$ cat config.mk
export PLATFORM = sky130hd
export DESIGN_NAME = sdd_store
export DESIGN_NICKNAME = d
export VERILOG_FILES = /design/src/rtl/sdd_store.sv
export SDC_FILE = /design/constraint.sdc
export NUM_CORES = 2
export LEC_CHECK = 0
export BUFFER_PORTS_ARGS = -buffer_cell sky130_fd_sc_hd__buf_2
export CAP_MARGIN = 25
export CORE_MARGIN = 5
export CORE_UTILIZATION = 30
export CTS_CLUSTER_DIAMETER = 100
export CTS_CLUSTER_SIZE = 12
export DETAILED_ROUTE_END_ITERATION = 16
export PLACE_DENSITY = 0.57
export RECOVER_POWER = 100
export SYNTH_ARGS = -nofsm -noshare
export SYNTH_HDL_FRONTEND = slang
export SYNTH_SLANG_ARGS = --single-unit
$ cat constraint.sdc
create_clock -name clock -period 3.4 [get_ports clock]
set_input_delay 0.17 -clock clock [delete_from_list [all_inputs] [get_ports clock]]
set_output_delay 0.17 -clock clock [all_outputs]
set_load 0.01 [all_outputs]
$ cat src/rtl/sdd_store.sv
module sdd_store #(
   parameter int MAX_DIM = 8
) (
   input  logic                                   clock,
   input  logic                                   m_we,
   input  logic [$clog2(MAX_DIM*MAX_DIM)-1:0]     m_waddr,
   input  logic signed [31:0]                     m_wdata,
   input  logic [$clog2(MAX_DIM*MAX_DIM)-1:0]     m_raddr,
   output logic signed [31:0]                     m_rdata,
   input  logic                                   w_we,
   input  logic [$clog2(MAX_DIM)-1:0]             w_waddr,
   input  logic signed [31:0]                     w_wdata,
   input  logic [$clog2(MAX_DIM)-1:0]             w_raddr,
   output logic signed [31:0]                     w_rdata
);

   logic signed [31:0] matrix_mem [MAX_DIM*MAX_DIM];
   logic signed [31:0] weight_mem [MAX_DIM];

   // Matrix entries: one write, one registered read
   always_ff @(posedge clock) begin
      if (m_we) begin
         matrix_mem[m_waddr] <= m_wdata;
      end
      m_rdata <= matrix_mem[m_raddr];
   end

   // Weight entries: one write, one registered read
   always_ff @(posedge clock) begin
      if (w_we) begin
         weight_mem[w_waddr] <= w_wdata;
      end
      w_rdata <= weight_mem[w_raddr];
   end

endmodule

==> flow_metrics.py <==
metrics = {
    "final_layout": {
        "nets": 4372,
        "area_delta_synth_final_pct": 15.5,
        "layout-drive-gt1-share_pct": 24.3,
        "final_area_sq_um": 102000,
    },
    "synth": {
        "syn_avg_cell_area_sq_um": 23.4,
        "yosysSeqAreaShare_pct": 79.4,
        "ys_ff_latch": 2368,
        "synth_cells": 3796,
        "yosys.cell_types.count": 41,
        "syn_area_sq_um": 88700,
        "synth_nets": 3881,
        "yosys_warnings": 0,
    },
    "placement": {
        "gp_congestion": 0.751,
        "placed_area_sq_um": 96500,
        "io_buffers": 148,
        "hpwl_mm": 132,
    },
    "clocking": {
        "cts_tree": "done",
        "cts-resized-gates": 0,
        "clock-root-buffer": "clkbuf_16",
        "cts_sinks": 2368,
        "clock_latency_ns": 0.88,
        "numCtsBuffers": 223,
        "clk_pin_slew_worst_paths_ns": 0.07,
        "h-tree-depth": 4,
        "clock_path_buffers": 4,
    },
    "grt": {
        "grt_util_all_layers_pct": 14.9,
        "busiest_layer": "met2",
        "use_met2_pct": 23.7,
        "grt_max_degree": 65,
        "grt_pass1_vias": 43300,
        "grt_pass1_wl_mm": 332,
        "antenna_found_initial": 13,
        "overflow": 0,
        "grt_util_met3_pct": 2.31,
        "use_met1_pct": 21.5,
    },
    "critical_path": {
        "rr_startpoint": "matrix_mem[4][30]$_DFFE_PP_",
        "worstSetupStartpoint": "m_we",
        "start_kind": "input port",
        "critPathArrivalTime_ns": 3.42,
        "worstPathMaxFanout": 9,
        "worst-setup-path-type": "input port to flop",
        "crit_path_end_kind": "flop",
        "critical_path_required_ns": 3.91,
    },
    "floorplan": {
        "fp.dieH_um": 554,
        "io_pins": 149,
        "rows": 199,
        "dieArea_sq_um": 307000,
        "coreArea_sq_um": 294000,
        "initial_core_util_pct": 30.1,
        "die_width_um": 554,
    },
    "power": {
        "powerDensity_nw_per_um2": 569,
        "p_leak_nw": 30.8,
        "total_power_w": 0.0583,
        "ir_worst_vdd_mv": 0.415,
    },
    "routing": {
        "wl_mm": 234,
        "vias": 42700,
        "ant_nets": 0,
        "viasPerCell": 5.10,
        "drt_first_pass_iters": 5,
        "drc": 0,
        "wl_per_cell_um": 28.0,
        "drtIter0Drc": 4915,
    },
    "sta": {
        "min_period_ns": 2.91,
        "report.final.hold_viol_count": 0,
        "worstMarginPinSlew_ns": 3.04,
        "finalCritPeriodShare_pct": 85.7,
        "maxSlewViolCount": 3034,
        "clock_skew_ns": 0.0473,
        "fmax_mhz": 343,
        "setup_viol": 0,
        "relSlewSlack_pct": -103,
        "rsz0062_at_grt": "no",
    },
    "outcome": {
        "violations": "max-capacitance violations, max-slew violations",
        "status": "finished with violations",
    },
    "run": {
        "cap_violations": 81,
    },
    "hold_path": {
        "min-delay-start": "m_waddr[0]",
        "hp-class": "input port to flop",
    },
}
placed cells by master, fill, tap and decap left out, types with 4 or more instances in the layout:
cell and count:
mux4_2 574, buf_4 76, nor4_1 29, a31oi_1 8, buf_12 40, clkbuf_1 375, nand3_1 18, o221ai_1 17
o22ai_1 135, nand2b_1 20, nor2_4 42, nand2_1 25, mux2i_1 38, o21ai_0 10, buf_2 14, edfxtp_1 2304
a211oi_1 28, a22oi_1 16, nor3_1 29, and3_1 4, a2111oi_0 7, clkbuf_2 51, o21ai_1 15, diode_2 5
mux2_2 43, dfxtp_1 64, a21oi_1 14, o22a_1 12, nor2b_1 44, o21a_1 13, nor2_1 44, dlygate4sd3_1 69
clkbuf_16 228
path summary, 6_finish.rpt:
check | endpoint | slack [ns] | cells past startpoint
worst min-delay path | matrix_mem[13][6]$_DFFE_PP_ | 0.06 | 3
worst min register to register | w_rdata[19]$_DFF_P_ | 0.68 | 2
worst max-delay path | matrix_mem[37][31]$_DFFE_PP_ | 0.49 | 6
worst max register to register | m_rdata[30]$_DFF_P_ | 1.34 | 5
Yosys cell counts (all sizes together):
| master | number | share of area (%) |
|---|---|---|
| o221ai | 17 | 0.17 |
| and2 | 2 | 0.014 |
| or3 | 3 | 0.021 |
| o22a | 12 | 0.12 |
| mux2i | 38 | 0.43 |
| nand3 | 18 | 0.10 |
| nor3 | 30 | 0.17 |
| o21ai | 25 | 0.14 |
| a31oi | 8 | 0.056 |
| a2111oi | 7 | 0.069 |
| nor2b | 44 | 0.31 |
| dfxtp | 64 | 1.4 |
| nand3b | 2 | 0.017 |
| edfxtp | 2304 | 78 |
| a211oi | 28 | 0.24 |
| buf | 109 | 0.83 |
| o311ai | 3 | 0.030 |
| o21a | 13 | 0.11 |
| nand2b | 20 | 0.14 |
| o22ai | 135 | 0.95 |
| nand2 | 25 | 0.11 |
| or2 | 4 | 0.028 |
| a311oi | 3 | 0.030 |
| nand4b | 2 | 0.020 |
| a211o | 1 | 0.0099 |
| a21oi | 14 | 0.079 |
| nand4 | 2 | 0.014 |
| clkbuf | 102 | 0.43 |
| or3b | 2 | 0.020 |
| nor4 | 30 | 0.21 |
| o31ai | 3 | 0.025 |
| and3 | 4 | 0.028 |
| mux2 | 44 | 0.56 |
| a22oi | 16 | 0.14 |
| nor2 | 86 | 0.36 |
| a22o | 2 | 0.020 |
| mux4 | 574 | 15 |
sequential cells by signal (all words and copies together), names as in the netlist:
signal      cells
weight_mem    256
m_rdata        32
matrix_mem   2048
w_rdata        32
per-layer routing:
layer	up-vias	part of all wire, %
li1	17200	-
met1	23400	43
met2	1667	48
met3	330	7.1
met4	4	2.6
met5	-	0.012
through the flow:
step	hold slack, ns	util [%]	instances	setup TNS [ns]	setup slack, ns
final	0.0613	34.8	8370	0	0.488
after global routing	0.0729	34.8	8367	0	0.417
after CTS	0.00657	35.1	8329	0	0.828
after detailed placement	0.444	32.8	7894	0	0.625
after global placement	0.431	32.8	7887	-0.0656	-0.0656
after floorplan	0.269	-	3796	-1.88	-0.0128
final cells by class:
cell class / count / area, sq um
Timing Repair Buffer: 477 / 3270
Fill cell: 27300 / 192000
Sequential cell: 2368 / 70500
Multi-Input combinational cell: 1217 / 17500
Antenna cell: 5 / 12.5
Tap cell: 3919 / 4900
Clock buffer: 379 / 6270
Clock inverter: 5 / 63.8
power breakdown:
| part | leakage [nW] | internal [W] | switching, W |
|---|---|---|---|
| registers | 21.3 | 0.0324 | 0.000180 |
| logic | 6.49 | 0.00116 | 0.00184 |
| clock network | 3.02 | 0.0124 | 0.0103 |
| total | 30.8 | 0.0460 | 0.0123 |
repair_timing:
| action | CTS | global route |
|---|---|---|
| hold buffers | 51 | 18 |
| hold endpoints to repair | 722 | 1081 |
| setup buffers | 0 | 0 |
cell families after synthesis:
family / Yosys count / synth area share, %
flip-flops: 2368 / 79.4
buffers and inverters: 211 / 1.26
AND/OR/NAND/NOR: 274 / 1.57
multiplexers: 656 / 15.6
AO/OA/AOI/OAI: 287 / 2.18
worst max-delay path: stages:
cell,delay (ns)
dlygate4sd3_1,0.56
clkbuf_1,0.30
nor2b_1,0.29
nand3_1,0.25
nor2_1,1.43
clkbuf_1,0.38
Power figures use the tool's default switching activity.
