--- src/rtl/sdd_div.sv ---
module sdd_div (
   input  logic                clock,
   input  logic                reset,
   input  logic                start,
   input  logic signed [63:0]  num,
   input  logic signed [31:0]  den,
   output logic                done,
   output logic signed [63:0]  quot
);

   logic [63:0]  quo_ff, quo_in;
   logic [32:0]  rem_ff, rem_in;
   logic [31:0]  dmag_ff, dmag_in;
   logic [5:0]   cnt_ff, cnt_in;
   logic         run_ff, run_in;
   logic         neg_ff, neg_in;
   logic         done_ff, done_in;
   logic [32:0]  rem_sh;
   logic         ge;

   assign rem_sh = {rem_ff[31:0], quo_ff[63]};
   assign ge     = rem_sh >= {1'b0, dmag_ff};

   // One quotient bit per cycle, restoring on magnitudes
   always_comb begin
      quo_in  = quo_ff;
      rem_in  = rem_ff;
      dmag_in = dmag_ff;
      cnt_in  = cnt_ff;
      run_in  = run_ff;
      neg_in  = neg_ff;
      done_in = 1'b0;
      if (start) begin
         quo_in  = num[63] ? 64'(-num) : 64'(num);
         rem_in  = '0;
         dmag_in = den[31] ? 32'(-den) : 32'(den);
         cnt_in  = '0;
         run_in  = 1'b1;
         neg_in  = num[63] ^ den[31];
      end else if (run_ff) begin
         rem_in = ge ? rem_sh - {1'b0, dmag_ff} : rem_sh;
         quo_in = {quo_ff[62:0], ge};
         cnt_in = cnt_ff + 6'd1;
         if (cnt_ff == 6'd63) begin
            run_in  = 1'b0;
            done_in = 1'b1;
         end
      end
   end

   always_ff @(posedge clock) begin
      if (reset) begin
         run_ff  <= 1'b0;
         done_ff <= 1'b0;
      end else begin
         run_ff  <= run_in;
         done_ff <= done_in;
      end
      quo_ff  <= quo_in;
      rem_ff  <= rem_in;
      dmag_ff <= dmag_in;
      cnt_ff  <= cnt_in;
      neg_ff  <= neg_in;
   end

   assign done = done_ff;
   assign quot = neg_ff ? -$signed(quo_ff) : $signed(quo_ff);

endmodule

--- config.mk ---
export PLATFORM = sky130hd
export DESIGN_NAME = sdd_div
export DESIGN_NICKNAME = d
export VERILOG_FILES = /design/src/rtl/sdd_div.sv
export SDC_FILE = /design/constraint.sdc
export NUM_CORES = 1
export LEC_CHECK = 0
export BUFFER_PORTS_ARGS = -buffer_cell sky130_fd_sc_hd__buf_2
export CORE_MARGIN = 4
export CORE_UTILIZATION = 55
export CTS_CLUSTER_DIAMETER = 80
export CTS_CLUSTER_SIZE = 24
export DETAILED_ROUTE_END_ITERATION = 12
export GPL_TIMING_DRIVEN = 0
export PLACE_DENSITY = 0.78
export RECOVER_POWER = 100
export SLEW_MARGIN = 20
export SYNTH_ARGS = -nofsm -noshare
export SYNTH_HDL_FRONTEND = slang
export SYNTH_SLANG_ARGS = --single-unit
export TNS_END_PERCENT = 100
--- constraint.sdc ---
create_clock -name clock -period 5.7 [get_ports clock]
set_input_delay 0.855 -clock clock [delete_from_list [all_inputs] [get_ports clock]]
set_output_delay 0.855 -clock clock [all_outputs]
set_load 0.01 [all_outputs]
==> flow_metrics.tcl, run 1 <==
set metrics [dict create \
    status "finished, violations left" \
    violations "capacitance limit, slew limit" \
    crit_start "quo_ff[23]" \
    vdd_drop_max_mv 0.246 \
    worst_pin_slew_ns 1.91 \
    ctsHoldBuffers 0 \
    dr.pass1.iters 5 \
    syn_area_um2 10200 \
    min-delay-start "cnt_ff[5]" \
    r2r_start "rem_ff[11]" \
    num-nets-final 1492 \
    gp_congestion 0.906 \
    viasPerCell 5.96 \
    wl_per_cell_um 17.8 \
    grt-ovfl-total 0 \
    grt_pass1_wl_mm 44.1 \
    chipHeight_um 144 \
    antenna_found_initial 4 \
    fmax_ghz 0.190 \
    slew_violations 37 \
    drc 0 \
    period_minus_slack_ns 5.27 \
    synth_edf_count 97 \
    yosys_warnings 0 \
    seq_area_frac_synth_pct 36.3 \
    dpl.hpwl_mm 21.7 \
    drv_cap 1 \
    power.density_nw_per_um2 278 \
    fin_util_pct 65.2 \
    p_leak_uw 0.00433 \
    total_power_uw 3290 \
    area_growth_pct 15.4 \
    io_pins 164 \
    final_cell_mix "127 x clkbuf_1, 123 x nor2_1, 110 x xnor2_1, 100 x a21oi_1, 97 x edfxtp_1" \
    rsz0062_at_grt "no" \
    rrSetupSlack_ns 1.83 \
    cts_tree "yes" \
    start_util_pct 56.4 \
    fin_skew_ns 0.00933 \
    dieArea_um2 20900 \
    critical_path_arrival_ns 4.41 \
    drt_iter0_markers 791 \
    numPortBuffers 162 \
    synth-seq-cells 137 \
    finalHoldViolCount 0 \
    cts_buffers 17 \
    async_flop_share_pct 0 \
    grt_pass1_vias 8962 \
    grt_max_degree 48 \
    avgSynthCellArea_um2 8.73 \
    post_cts_buffers 0 \
    drive_above_1_share_pct 10.2 \
    critPathKind "reg -> out" \
    min_delay_path_depth 2 \
    layout_commonest_cell "clkbuf_1" \
    critPathRequiredTime_ns 4.85 \
    core_area_um2 18100 \
    syn_nets 1310 \
    clk_latency_ns 0.44 \
    dpl-instance-area_um2 11400 \
    finalCritPeriodShare_pct 92.4 \
    fin_tns_setup_ns 0 \
    ant_nets 0 \
    hold_path_end "cnt_ff[5]" \
    clockBufferDepth 2 \
    wl_mm 28.5 \
    worstSetupStartpointType "flip-flop" \
    worst_hold_slack_ns 0.494 \
    final_cell_area_um2 11800 \
    reg2reg_to "rem_ff[8]" \
    cp_max_fo 5 \
    vias 9541 \
    postSynthCellCount 1174 \
    cts.repair.resized 0 \
    die_w_um 144 \
    htree_levels 4 \
    worstRegToRegCells 11 \
    ys.flop_type "edfxtp_1" \
    setup_violations 0 \
    grt_usage_pct 26.7 \
    clkTransAtPathRegs_ns 0.06 \
    cp-end-kind "output pin" \
    ys_types 57 \
    root_buffer "clkbuf_16" \
    hold_path.class "reg -> reg" \
    cts_sinks 137 \
    rows 49 \
    slew_headroom_pct -27.2 \
]
==> cell usage after synthesis, types with 8 or more instances <==
| cell | instances | area, um2 |
|---|---|---|
| o41ai_1 | 18 | 158 |
| nand4_1 | 12 | 75.1 |
| nor4_1 | 9 | 56.3 |
| xor2_1 | 74 | 648 |
| clkbuf_1 | 53 | 199 |
| mux2i_1 | 25 | 250 |
| nor3_1 | 17 | 85.1 |
| a211oi_1 | 24 | 180 |
| o21ai_0 | 88 | 440 |
| ha_1 | 36 | 450 |
| a21oi_1 | 100 | 500 |
| edfxtp_1 | 97 | 2910 |
| nor2_1 | 123 | 462 |
| o31ai_1 | 47 | 353 |
| inv_1 | 49 | 184 |
| or3_1 | 23 | 144 |
| nor2b_1 | 9 | 56.3 |
| or4_1 | 16 | 120 |
| nand2b_1 | 16 | 100 |
| xnor2_1 | 110 | 963 |
| a21o_1 | 8 | 60.1 |
| nand3_1 | 19 | 95.1 |
| dfxtp_1 | 40 | 801 |
| nand2_1 | 85 | 319 |
==> report_power, final <==
| part | internal [uW] | total, uW | switching (uW) |
|---|---|---|---|
| clock network | 655 | 1110 | 453 |
| registers | 1190 | 1280 | 91.4 |
| logic | 357 | 898 | 542 |
| total | 2200 | 3290 | 1090 |
==> flip-flops by register name, summed over array words and instances, names as in the netlist <==
signal	flops
cnt_ff	6
dmag_ff	32
run_ff	1
quo_ff	64
neg_ff	1
rem_ff	32
done	1
==> worst max-delay path: stages, from the launching register on <==
cell	delay, ns
edfxtp_1	0.43
or4_1	0.62
nor4_1	0.46
nor4b_1	0.78
nand3_1	0.27
nor3_1	0.32
nand3_1	0.27
o41ai_1	0.41
xnor2_1	0.21
clkbuf_1	0.20
==> worst max-delay path by stage <==
stage,cells after the start,endpoint
floorplan,9,quo_ff[57]
global placement,4,quo_ff[29]
detailed placement,9,quot[63]
CTS,9,quot[63]
global route,9,quot[63]
finish,9,quot[63]
==> cells by family (layout without fill, tap and decap cells) <==
kind of cell / after synthesis / count (layout) / synth area share, %
AOI/OAI and AO/OA: 325 / 325 / 19.8
xor gates and xnor gates: 184 / 184 / 15.7
adders and majority gates: 37 / 37 / 4.59
buffers and inverters: 107 / 302 / 3.96
DFF: 137 / 137 / 36.3
muxes: 27 / 27 / 2.66
other: 0 / 3 / 0
and+or+nand+nor: 357 / 357 / 17.0
==> final cells by class <==
type                       count  area (um2)
fill                        1608        6320
multi-input combinational    930        6090
antenna                        3        7.51
sequential                   137        3710
timing repair buffer         163         729
clock buffer                  20         479
tap                          229         287
inverter                      49         185
buffer                        58         221
clock inverter                12         110
==> stage by stage <==
stage                     setup WS, ns  instances
after floorplan                   1.78       1174
after global placement            1.05       1565
after detailed placement          1.03       1566
after CTS                        0.502       1598
after global routing             0.254       1600
final                            0.434       1601
==> layer usage <==
layer	global-route usage [%]	wire length [um]	part of all wire, %	up-vias
met5	0	24	0.084	-
met4	10.4	760	2.7	4
met3	4.27	2070	7.3	52
met2	46.8	13800	49	383
met1	32.9	11800	41	4467
li1	-	-	-	4635
No activity file was read; power rests on OpenSTA's default activity.
==> inputs of run 2 (changes only) <==
--- a/config.mk
+++ b/config.mk
@@ -5,6 +5,7 @@
 export SDC_FILE = /design/constraint.sdc
 export NUM_CORES = 1
 export LEC_CHECK = 0
+export ABC_AREA = 1
 export BUFFER_PORTS_ARGS = -buffer_cell sky130_fd_sc_hd__buf_2
 export CORE_MARGIN = 4
 export CORE_UTILIZATION = 55
@@ -12,7 +13,7 @@
 export CTS_CLUSTER_SIZE = 24
 export DETAILED_ROUTE_END_ITERATION = 12
 export GPL_TIMING_DRIVEN = 0
-export PLACE_DENSITY = 0.78
+export PLACE_DENSITY = 0.76
 export RECOVER_POWER = 100
 export SLEW_MARGIN = 20
 export SYNTH_ARGS = -nofsm -noshare
==> flow_metrics.tcl, run 2 <==
set metrics [dict create \
    status "finished, violations left" \
    violations "capacitance limit, slew limit" \
    critical_path_arrival_ns 3.32 \
    worstPathCellList "inv_1 -> ha_1 -> nand3_1 -> nor2_1 -> nand2_1 -> nor2_1 -> nand2_1 -> o21ai_0 -> o21ai_0 -> xor2_1 -> buf_2" \
    dpl.hpwl_mm 39.5 \
    wl_mm 48.1 \
    pwr-share-clk_pct 34.6 \
    reg_top3 "quo_ff (64), dmag_ff (32), rem_ff (32)" \
    critPathRequiredTime_ns 4.85 \
    rsz0062_at_grt "no" \
    grt_usage_pct 35.1 \
    synthTopCellsByArea "edfxtp_1 22%, nand2_1 21%, inv_1 9.1%, nor2_1 7.2%, nand3_1 6.6%" \
    final_cell_mix "759 x nand2_1, 327 x inv_1, 260 x nor2_1, 178 x nand3_1, 111 x buf_2" \
    slowest_stage "edfxtp_1" \
    cpPeakStageDelay_ns 0.45 \
    p_leak_uw 0.00739 \
    seqPwrFrac_pct 38.8 \
    drive_above_1_share_pct 8.32 \
    synthSimpleGateAreaFrac_pct 43.3 \
    wl_per_cell_um 17.7 \
    antenna_found_initial 0 \
    worstSetupStartpointType "flip-flop" \
    root_buffer "clkbuf_16" \
    synthMuxAreaShare_pct 0 \
    htree_levels 4 \
    syn_nets 2333 \
    finalHoldViolCount 0 \
    dieArea_um2 27000 \
    numPortBuffers 161 \
    synth_edf_count 97 \
    ys_types 45 \
    synth-xor-area-share_pct 7.90 \
    seq_area_frac_synth_pct 27.7 \
    vdd_drop_max_mv 0.152 \
    clockBufferDepth 2 \
    worst_pin_slew_ns 1.78 \
    grt-ovfl-total 0 \
    synth-seq-cells 137 \
    crit_family "simple AND/OR/NAND/NOR gates" \
    cp_max_fo 5 \
    clkTransAtPathRegs_ns 0.07 \
    regArea_um2 3710 \
    multi_input_area_um2 8180 \
    drv_cap 1 \
    cts.repair.resized 0 \
    cp_num_buf_inv 2 \
    grt_pass1_vias 13400 \
    area_growth_pct 12.9 \
    synth_compound_area_share_pct 6.62 \
    fin_skew_ns 0.0135 \
    fin_util_pct 63.8 \
    async_flop_share_pct 0 \
    ant_nets 0 \
    post_cts_buffers 0 \
    combPwrFrac_pct 26.6 \
    largest_reg_flops 64 \
    grt_max_degree 38 \
    layout_commonest_cell "nand2_1" \
    chipHeight_um 164 \
    hold_path.class "reg -> reg" \
    dpl.cell_count 2678 \
    yosys.area.top_type "edfxtp_1" \
    diodes 0 \
    cts_tree "yes" \
    period_minus_slack_ns 4.18 \
    regMostFlops "quo_ff" \
    p_int_uw 2030 \
    slew_violations 36 \
    cts_sinks 137 \
    grt_pass1_wl_mm 72.4 \
    yosysMostFrequentCell "nand2_1" \
    clk_latency_ns 0.43 \
    yosys.area_share.adder_pct 3.51 \
    cts_buffers 17 \
    dr.pass1.iters 6 \
    vias 15200 \
    ctsHoldBuffers 0 \
    drc 0 \
    yosysTopAreaCellShare_pct 21.7 \
    final_cells 2710 \
    critPathKind "reg -> out" \
    yosys_warnings 0 \
    die_w_um 164 \
    cp-end-kind "output pin" \
    p_switching_uw 1210 \
    viasPerCell 5.60 \
    gp_congestion 0.998 \
    fin_tns_setup_ns 0 \
    fmax_ghz 0.239 \
    syn_area_um2 13400 \
    synth_top_family_by_area "simple AND/OR/NAND/NOR gates" \
    power.density_nw_per_um2 214 \
    finalCritPeriodShare_pct 73.3 \
    core_area_um2 23800 \
    slew_headroom_pct -18.6 \
    ys.flop_type "edfxtp_1" \
    num-nets-final 2514 \
    p_sw_share_pct 37.2 \
    postSynthCellCount 2197 \
    n_fill_cell 2337 \
    setup_violations 0 \
    rows 56 \
    io_pins 164 \
    avgSynthCellArea_um2 6.11 \
    start_util_pct 56.5 \
    drt_iter0_markers 2127 \
    synthTopCellsByCount "757 x nand2_1, 326 x inv_1, 258 x nor2_1" \
]
==> run 2: changes by cell type after synthesis, sizes merged, moves of 24 or more <==
cell	delta
a211oi	-24
nand3	+168
nor2	+149
a21oi	-66
o31ai	-47
xnor2	-71
nand2	+685
inv	+281
or3	-24
mux2i	-25
nand4	+37
==> run 2: cell families after synthesis <==
| family | Yosys count |
|---|---|
| and+or+nand+nor | 1354 |
| buffers and inverters | 382 |
| AOI/OAI and AO/OA | 166 |
| DFF | 137 |
| xor gates and xnor gates | 121 |
| adders and majority gates | 37 |
==> run 2: power by group through the flow <==
stage	Clock [uW]	Sequential, uW	Combinational (uW)
2_1_floorplan	0	1240	529
3_3_place_gp	0	1270	839
3_5_place_dp	0	1270	854
4_1_cts	1130	1250	860
5_1_grt	1180	1260	941
6_report	1120	1260	862
==> run 2: final timing paths <==
check | from | endpoint | slack (ns) | cells after the start
max | quo_ff[0] | quot[44] | 1.52 | 11
min | cnt_ff[5] | cnt_ff[5] | 0.47 | 2
max reg2reg | dmag_ff[30] | rem_ff[1] | 3.12 | 13
min reg2reg | cnt_ff[5] | cnt_ff[5] | 0.47 | 2
==> run 2: tightest hold or removal path: stages (launching register included) <==
cell     delay (ns)
dfxtp_1        0.31
inv_1          0.06
a21oi_1        0.05
==> run 2: per-stage QoR <==
step / power [uW] / setup slack, ns / instance area, um2 / hold WS (ns)
2_1_floorplan: 1770 / 1.98 / 13400 / 0.440
3_3_place_gp: 2110 / 0.207 / 14600 / 0.452
3_5_place_dp: 2120 / 2.35 / 14600 / 0.458
4_1_cts: 3240 / 2.01 / 15300 / 0.471
5_1_grt: 3380 / 1.41 / 15200 / 0.483
6_report: 3240 / 1.52 / 15200 / 0.470
==> run 2: layer usage <==
| layer | wire (um) | vias up | GRT usage (%) |
|---|---|---|---|
| met5 | 0 | - | 0 |
| met4 | 1080 | 0 | 8.81 |
| met3 | 7230 | 79 | 9.46 |
| met2 | 18400 | 931 | 46.9 |
| met1 | 21300 | 6837 | 55.0 |
| li1 | - | 7316 | - |
==> run 2: final cells by class <==
class | instances | area share (%)
inverter | 330 | 8.18
buffer | 52 | 1.59
timing repair buffer | 162 | 5.00
clock inverter | 15 | 1.26
sequential | 137 | 24.5
clock buffer | 17 | 2.81
multi-input combinational | 1678 | 54.0
tap | 319 | 2.63
